==> src/rtl/crc16e_pkg.sv <==
// Shared types, register indexes and bit functions for the configurable CRC-16 engine.
// No dependencies.
`default_nettype none

package crc16e_pkg;

  localparam int unsigned CrcWidth  = 16;
  localparam int unsigned ByteWidth = 8;
  localparam int unsigned CfgIdxW   = 2;

  typedef logic [CrcWidth-1:0]  crc_t;
  typedef logic [ByteWidth-1:0] byte_t;

  typedef enum logic [CfgIdxW-1:0] {
    REG_POLYNOMIAL = 2'd0,
    REG_INIT_VALUE = 2'd1,
    REG_REFLECTED  = 2'd2,
    REG_XOR_OUT    = 2'd3
  } cfg_reg_t;

  typedef struct packed {
    crc_t polynomial;
    crc_t init_value;
    logic reflected;
    crc_t xor_out;
  } cfg_t;

  localparam crc_t  POLY_RESET  = 16'h8005;
  localparam crc_t  INIT_RESET  = 16'h0000;
  localparam logic  REFL_RESET  = 1'b1;
  localparam crc_t  XOR_RESET   = 16'h0000;

  function automatic byte_t rev8(input byte_t v);
    byte_t r;
    for (int i = 0; i < ByteWidth; i++) begin
      r[i] = v[ByteWidth-1-i];
    end
    return r;
  endfunction

  function automatic crc_t rev16(input crc_t v);
    crc_t r;
    for (int i = 0; i < CrcWidth; i++) begin
      r[i] = v[CrcWidth-1-i];
    end
    return r;
  endfunction

  // Eight LSB-first shift steps against the reversed polynomial.
  function automatic crc_t crc_byte_steps(input crc_t c_in, input crc_t rpoly);
    crc_t c;
    c = c_in;
    for (int i = 0; i < ByteWidth; i++) begin
      c = c[0] ? ((c >> 1) ^ rpoly) : (c >> 1);
    end
    return c;
  endfunction

endpackage

`default_nettype wire

==> src/rtl/crc16e_core.sv <==
// Running CRC register and message state; absorbs one byte per accepted item.
// Depends on crc16e_pkg.
`default_nettype none

module crc16e_core
  import crc16e_pkg::*;
(
  input  wire  logic  clk,
  input  wire  logic  rst,
  input  wire  cfg_t  cfg,
  input  wire  logic  accept,
  input  wire  byte_t data_byte,
  input  wire  logic  last_byte,
  output       logic  push,
  output       crc_t  crc_value
);

  crc_t  crc_reg;
  crc_t  crc_reg_next;
  logic  in_message;
  crc_t  start_value;
  byte_t byte_in;

  always_comb begin
    start_value  = in_message ? crc_reg : cfg.init_value;
    byte_in      = cfg.reflected ? data_byte : rev8(data_byte);
    crc_reg_next = crc_byte_steps(start_value ^ {8'h00, byte_in}, rev16(cfg.polynomial));
    crc_value    = (cfg.reflected ? crc_reg_next : rev16(crc_reg_next)) ^ cfg.xor_out;
    push         = accept & last_byte;
  end

  always_ff @(posedge clk) begin
    if (rst) begin
      crc_reg    <= '0;
      in_message <= 1'b0;
    end else if (accept) begin
      crc_reg    <= crc_reg_next;
      in_message <= ~last_byte;
    end
  end

endmodule

`default_nettype wire

==> src/rtl/crc16e_out.sv <==
// Result register with a skid stage between the CRC core and the output stream.
// Depends on crc16e_pkg.
`default_nettype none

module crc16e_out
  import crc16e_pkg::*;
(
  input  wire  logic clk,
  input  wire  logic rst,
  input  wire  logic push,
  input  wire  crc_t push_value,
  output       logic space,
  output       logic m_tvalid,
  input  wire  logic m_tready,
  output       crc_t m_tdata
);

  crc_t main_value;
  crc_t skid_value;
  logic main_valid;
  logic skid_valid;
  logic pop;

  assign pop      = main_valid & m_tready;
  assign space    = ~skid_valid;
  assign m_tvalid = main_valid;
  assign m_tdata  = main_value;

  always_ff @(posedge clk) begin
    if (rst) begin
      main_valid <= 1'b0;
      skid_valid <= 1'b0;
    end else if (skid_valid) begin
      if (pop) begin
        skid_valid <= 1'b0;
      end
    end else if (push) begin
      if (!main_valid || pop) begin
        main_valid <= 1'b1;
      end else begin
        skid_valid <= 1'b1;
      end
    end else if (pop) begin
      main_valid <= 1'b0;
    end
  end

  always_ff @(posedge clk) begin
    if (skid_valid) begin
      if (pop) begin
        main_value <= skid_value;
      end
    end else if (push) begin
      if (!main_valid || pop) begin
        main_value <= push_value;
      end else begin
        skid_value <= push_value;
      end
    end
  end

endmodule

`default_nettype wire

==> src/rtl/configurable_crc16_engine.sv <==
// Top level of the configurable CRC-16 engine: configuration registers, core and output stage.
// Depends on crc16e_pkg, crc16e_core and crc16e_out.
//
// Message bytes arrive on the s_ stream, one per item; the item with s_tlast set closes the
// message and yields its 16-bit CRC on the m_ stream. Each byte is absorbed by eight unrolled
// shift steps of the CRC register, so one item is taken every clock while s_tready is high;
// the closing byte's result is registered behind any earlier result. A two-entry output
// stage holds results while m_tready is low; s_tready drops only when both entries are full.
// Write configuration through cfg_we/cfg_index/cfg_data while no message is in flight.
`default_nettype none

module configurable_crc16_engine
  import crc16e_pkg::*;
(
  input  wire  logic                clk,
  input  wire  logic                rst,
  input  wire  logic                cfg_we,
  input  wire  logic [CfgIdxW-1:0]  cfg_index,
  input  wire  logic [CrcWidth-1:0] cfg_data,
  input  wire  logic                s_tvalid,
  output       logic                s_tready,
  input  wire  logic [7:0]          s_tdata,   // [7:0] data_byte
  input  wire  logic                s_tlast,   // last_byte
  output       logic                m_tvalid,
  input  wire  logic                m_tready,
  output       logic [15:0]         m_tdata    // [15:0] crc_value
);

  cfg_t cfg;
  logic accept;
  logic push;
  logic space;
  crc_t crc_value;

  always_ff @(posedge clk) begin
    if (rst) begin
      cfg.polynomial <= POLY_RESET;
      cfg.init_value <= INIT_RESET;
      cfg.reflected  <= REFL_RESET;
      cfg.xor_out    <= XOR_RESET;
    end else if (cfg_we) begin
      case (cfg_reg_t'(cfg_index))
        REG_POLYNOMIAL: cfg.polynomial <= cfg_data;
        REG_INIT_VALUE: cfg.init_value <= cfg_data;
        REG_REFLECTED:  cfg.reflected  <= cfg_data[0];
        REG_XOR_OUT:    cfg.xor_out    <= cfg_data;
        default: ;
      endcase
    end
  end

  assign s_tready = space;
  assign accept   = s_tvalid & space;

  crc16e_core u_core (
    .clk       (clk),
    .rst       (rst),
    .cfg       (cfg),
    .accept    (accept),
    .data_byte (s_tdata),
    .last_byte (s_tlast),
    .push      (push),
    .crc_value (crc_value)
  );

  crc16e_out u_out (
    .clk        (clk),
    .rst        (rst),
    .push       (push),
    .push_value (crc_value),
    .space      (space),
    .m_tvalid   (m_tvalid),
    .m_tready   (m_tready),
    .m_tdata    (m_tdata)
  );

endmodule

`default_nettype wire

==> config.mk <==
export PLATFORM = sky130hd
export DESIGN_NAME = configurable_crc16_engine
export DESIGN_NICKNAME = d
export VERILOG_FILES = /design/src/rtl/crc16e_pkg.sv /design/src/rtl/crc16e_core.sv /design/src/rtl/crc16e_out.sv /design/src/rtl/configurable_crc16_engine.sv
export SDC_FILE = /design/constraint.sdc
export NUM_CORES = 1
export LEC_CHECK = 0
export BUFFER_PORTS_ARGS = -buffer_cell sky130_fd_sc_hd__buf_2
export CAP_MARGIN = 20
export CELL_PAD_IN_SITES_DETAIL_PLACEMENT = 1
export CELL_PAD_IN_SITES_GLOBAL_PLACEMENT = 2
export CORE_UTILIZATION = 40
export CTS_CLUSTER_SIZE = 20
export DETAILED_ROUTE_END_ITERATION = 16
export GPL_ROUTABILITY_DRIVEN = 1
export PLACE_DENSITY = 0.85
export SYNTH_ARGS = -nofsm -noshare
export SYNTH_HDL_FRONTEND = slang
export SYNTH_SLANG_ARGS = --single-unit
==> constraint.sdc <==
create_clock -name clk -period 13.67 [get_ports clk]
set_input_delay 0.6835 -clock clk [delete_from_list [all_inputs] [get_ports clk]]
set_output_delay 0.6835 -clock clk [all_outputs]
set_load 0.05 [all_outputs]
==> metrics.cfg, run 1 <==
[detailed_routing]
drt_iter0_drc=979
first_pass_iters=5
routed.top_layer=met4
wl_per_cell_um=24.9
num_vias=9191
routed-wl-met3_um=2530
vias_per_cell=6.50
drtAntennaViolNets=0
routed-wl-met2_um=15800
routed_wl_um=35100
drt-met1-wl_um=15600
drc=0

[clock_tree]
clk_latency_ps=350
cts_resized=0
post_cts_buffers=0
cts_buffers=9
cts_sinks=100
htreeDepth=3
postCtsHoldBufs=0
clk_pin_slew_worst_paths_ps=80
cts_tree=built
cts_root_buf=clkbuf_16
clk_path_buf_depth=2

[power]
ir_drop_mv=0.0691
seq_power_share_pct=27.8
p_switching_w=0.000594
power_density_nw_per_um2=140
swShare_pct=44.8
p_clk_share_pct=20.3
p_int_w=0.000730
leakage_nw=3.28
power_frac_comb_pct=51.9

[setup_path]
crit_required_ps=13770
critical_path.n_buffers_inverters=2
critPathLaunchType=register
arrival_ps=6790
worstPathCellList=buf_4 -> mux2i_1 -> xnor2_2 -> and2_1 -> a32oi_1 -> o211a_1 -> o311ai_2 -> o2bb2ai_2 -> o211a_1 -> nor3_1 -> buf_2 -> nor2_2 -> a211oi_1 -> or4_4 -> a311oi_1 -> xor2_1 -> mux2_2
max_stage_delay_ps=800
crit_fanout=19
critPathCaptureType=register
path_delay_family=compound AO/OA/AOI/OAI gates
critPathMostFrequentCell=o211a_1
cp_slowest_cell=o2bb2ai_2
critical_path_class=register to register

[placement]
io_buffers=49
dp_hpwl_um=25200
gp_congestion=0.966

[timing]
fin_crit_ps=6690
clock_skew_ps=11.5
setup_viol=0
grt_setup_unrepaired=no
clock.fmax_ghz=0.150
slew_headroom_pct=26.3
period_share_pct=48.9
tns_ps=0
final-max-slew-violation-count=0
hold_viol_final=0
fin_hold_ws_ps=459
worst_slew_pin_slew_ps=1100

[layout]
n_antenna_cell=0
final_cell_mix=nand2_1 (187), a21oi_1 (99), o21ai_0 (79)
mostFrequentLayoutCell=nand2_1
area_growth_syn_to_layout_pct=8.24
top_register=cfg
fin_nets=1166
largest_reg_flops=49
post-route-util_pct=44.6
drive_above_1_share_pct=13.3

[logic_synthesis]
synthSimpleGateAreaFrac_pct=21.5
synth_sequential_area_ratio_pct=26.5
synth_top_family_by_area=compound AO/OA/AOI/OAI gates
synth-xor-area-share_pct=8.83
yosys_warnings=0
synth-seq-cells=100
async_flop_share_pct=0
synth.area.mux_share_pct=6.45
synth_cells=1149
synth_nets=1181
yosys.area_share.adder_pct=0
synth_area_per_cell_um2=7.61
synth_compound_area_share_pct=31.1
synth_ff_type=dfxtp_1
syn_area_um2=8750
synth_enable_flop_cells=32
synth.distinct_cells=89

[grt]
grt_pass1_vias=8930
grt_max_degree=69
grt_pass1_wl_um=53500
grt_overflow=0
antenna_found_initial=0
track_usage_pct=31.4

[outcome]
status=completed

[floorplan]
die_h_um=150
core_area_um2=21200
fp.dieW_um=150
start_util_pct=41.2
die-area_um2=22500
pin_count=50
row_count=53

[flow_run]
maxCapViolCount=0

[hold_path]
hp-class=register to register

-- final cells by class --
class	instances	area, um^2
fill	2673	11800
sequential	100	2320
multi-input combinational	928	5950
tap	275	344
clock buffer	9	225
clock inverter	7	82.6
inverter	15	56.3
timing repair buffer	80	483
-- through the flow --
step                      std cells  setup slack, ps  instance area [um^2]  power [W]
after floorplan                1149             8640                  8750   0.000867
after global routing           1414             6710                  9470    0.00139
after detailed placement       1396             6570                  9140    0.00105
after global placement         1396             6790                  9140    0.00103
final                          1414             6980                  9470    0.00132
after CTS                      1412             6690                  9450    0.00131
-- worst paths after layout --
path	from	end	slack, ps	cells past startpoint
hold reg to reg	u_core.crc_reg[11]$_SDFFE_PP0P_	u_core.crc_reg[11]$_SDFFE_PP0P_	460	2
setup / recovery	u_core.in_message$_SDFFE_PP0P_	u_out.m_tdata[10]$_DFFE_PP_	6980	17
hold / removal	u_core.crc_reg[11]$_SDFFE_PP0P_	u_core.crc_reg[11]$_SDFFE_PP0P_	460	2
setup reg to reg	u_core.in_message$_SDFFE_PP0P_	u_out.m_tdata[10]$_DFFE_PP_	6980	17
-- synth_stat cells, types with 18 or more instances --
master	n	area, um^2
a211oi_1	35	263
a21oi_1	99	495
a32oi_1	18	158
clkbuf_1	81	304
dfxtp_1	68	1360
edfxtp_1	32	961
mux2i_1	30	300
nand2_1	187	702
nand3_1	38	190
nor2_1	69	259
nor3_1	20	100
o21ai_0	79	395
xnor2_1	41	359
xor2_1	34	298
-- logic make-up after synthesis --
kind of cell              count (synthesis)
AOI/OAI and AO/OA                       390
xor gates and xnor gates                 81
buffers and inverters                   121
DFF                                     100
muxes                                    51
and+or+nand+nor                         406
-- power groups by stage --
stage | combinational, W | sequential (W) | clock, W
6_report | 0.000688 | 0.000368 | 0.000269
5_1_grt | 0.000737 | 0.000370 | 0.000283
4_1_cts | 0.000676 | 0.000368 | 0.000271
3_5_place_dp | 0.000674 | 0.000375 | 0
3_3_place_gp | 0.000662 | 0.000373 | 0
2_1_floorplan | 0.000466 | 0.000401 | 0
-- routing by layer --
metal	global-route usage, %	vias up
met5	0	-
met3	6.28	85
met1	42.6	4508
met2	49.2	375
li1	-	4223
met4	11.3	0
-- tightest hold or removal path, stage by stage, from the launching register on --
cell and delay [ps]:
dfxtp_1 310, nand2_1 50, a21oi_1 50
(Power assumes the default switching activity.)
==> run 2, diff against run 1 <==
Settings changed: ABC_AREA from default to 1, CORE_UTILIZATION 40 to 34, PLACE_DENSITY 0.85 to 0.8.
Clock period 13.67 ns to 6.51 ns, I/O delays scaled along.
==> run 2 against run 1 <==
Net effect:
- clock power up 110%
- worst setup slack worse by 5800 ps
- largest cell class unchanged
- area after synthesis shrank 20%
==> metrics.cfg, run 2 <==
[detailed_routing]
vias_per_cell=4.97
routed_wl_um=23900
num_vias=6879
drc=0
drt_iter0_drc=386
wl_per_cell_um=17.3
first_pass_iters=5
drtAntennaViolNets=0

[floorplan]
start_util_pct=34.7
die-area_um2=21200
core_area_um2=20200
row_count=52
fp.dieW_um=146
pin_count=50
die_h_um=146

[power]
p_clk_share_pct=21.8
leakage_nw=3.62
power_frac_comb_pct=48.2
swShare_pct=45.7
seq_power_share_pct=30.0
ir_drop_mv=0.147
p_switching_w=0.00120
power_density_nw_per_um2=343
p_int_w=0.00143
p_total_w=0.00263

[timing]
grt_setup_unrepaired=no
fin_hold_ws_ps=169
clock_skew_ps=8.32
tns_ps=0
worst_slack_ps=1230
clock.fmax_ghz=0.189
setup_viol=0
worst_slew_pin_slew_ps=965
fin_crit_ps=5280
slew_headroom_pct=35.6
hold_viol_final=0
period_share_pct=81.1
final-max-slew-violation-count=0

[logic_synthesis]
synth_nets=1133
yosys_warnings=0
synth_sequential_area_ratio_pct=33.1
synth_ff_type=dfxtp_1
synth_cells=1101
synth_area_per_cell_um2=6.37
synthTopCellsByArea=nand2_1 (21%), dfxtp_1 (19%), edfxtp_1 (14%)
syn_area_um2=7010
synth_top_area_share_pct=21.3
async_flop_share_pct=0
synth_top_cell_by_area=nand2_1
yosys-top-cells-count=nand2_1 (397), nand3_1 (126), inv_1 (121)
synth.most_common_cell=nand2_1
synth.distinct_cells=36
synth_enable_flop_cells=32
synth-seq-cells=100

[placement]
dpl_cell_area_um2=7350
post-place-ws_ps=1190
dp_hpwl_um=18000
io_buffers=49
gp_congestion=0.794

[hold_path]
hp-class=input port to register

[clock_tree]
clk_path_buf_depth=2
htreeDepth=3
clk_pin_slew_worst_paths_ps=80
postCtsHoldBufs=0
post_cts_buffers=0
clk_latency_ps=350
cts_resized=0
cts_buffers=9
cts_root_buf=clkbuf_16
cts_sinks=100
cts_tree=built

[layout]
top_register=cfg
final_area_um2=7670
drive_above_1_share_pct=10.2
n_antenna_cell=0
final_cell_mix=nand2_1 (397), nand3_1 (126), inv_1 (121)
largest_reg_flops=49
mostFrequentLayoutCell=nand2_1
fillers=2689
fin_nets=1142
area_growth_syn_to_layout_pct=9.46

[grt]
antenna_found_initial=0
grt_pass1_wl_um=38200
grt_overflow=0
grt_max_degree=66
track_usage_pct=23.3
grt_pass1_vias=6985

[setup_path]
path_delay_family=simple AND/OR/NAND/NOR gates
critPathLaunchType=register
critical_path_class=register to register
critPathMostFrequentCell=nand2_1
crit_fanout=28
critical_path.n_buffers_inverters=1
cp_slowest_cell=dfxtp_1
arrival_ps=5390
crit_required_ps=6620
max_stage_delay_ps=730
critPathCaptureType=register

[flow_run]
maxCapViolCount=0

[outcome]
status=completed

## run 2: final cells by class
| class | instances | area, um^2 | area share, % |
|---|---|---|---|
| Clock buffer | 9 | 225 | 2.93 |
| Sequential cell | 100 | 2320 | 30.3 |
| Clock inverter | 7 | 81.3 | 1.06 |
| Tap cell | 270 | 338 | 4.40 |
| Timing Repair Buffer | 58 | 320 | 4.17 |
| Multi-Input combinational cell | 810 | 3890 | 50.7 |
| Inverter | 131 | 494 | 6.44 |
## run 2: power groups by stage
stage / Sequential (W) / Combinational (W) / Clock [W]
after floorplan: 0.000849 / 0.000948 / 0
after detailed placement: 0.000804 / 0.00128 / 0
after CTS: 0.000790 / 0.00128 / 0.000586
after global routing: 0.000797 / 0.00145 / 0.000609
after global placement: 0.000804 / 0.00124 / 0
final: 0.000790 / 0.00127 / 0.000574
## run 2: stage by stage
stage               utilization (%)  instances
finish                         37.9       1385
CTS                            37.9       1384
floorplan                         -       1101
global route                   37.9       1385
detailed placement             36.3       1368
global placement               36.3       1368
## run 2: path summary, 6_finish.rpt
kind	from	end	slack [ps]	depth (start not counted)
worst min-delay path	rst	u_out.m_tvalid$_SDFFE_PP0P_	170	2
worst max register to register	cfg[16]$_SDFFE_PP1P_	u_out.m_tdata[14]$_DFFE_PP_	1230	31
worst max-delay path	cfg[16]$_SDFFE_PP1P_	u_out.m_tdata[14]$_DFFE_PP_	1230	31
worst min register to register	cfg[29]$_SDFFE_PP0P_	cfg[29]$_SDFFE_PP0P_	450	2
## run 2: worst register-to-register path, delay by kind of cell (launching register included)
kind / cells / cell delay [ps]
buf+inv: 1 / 240
flops: 1 / 730
simple gates: 29 / 3830
compound gates: 1 / 250
## run 2: per-layer routing
layer  global-route usage (%)  up-vias  share of wire [%]  wire length (um)
met2                     40.5       97                 48             11500
met5                        0        -                  0                 0
met1                     30.4     3256                 47             11300
li1                         -     3496                  -                 -
met4                     6.00        0                1.8               420
met3                     2.92       30                2.8               671
## run 2: logic make-up after synthesis
logic type | count (synthesis) | share of synthesized area [%]
AO/OA/AOI/OAI | 146 | 10.9
XOR/XNOR | 44 | 5.60
buffers and inverters | 191 | 11.4
flip-flops | 100 | 33.1
multiplexers | 1 | 0.143
AND/OR/NAND/NOR | 619 | 38.8
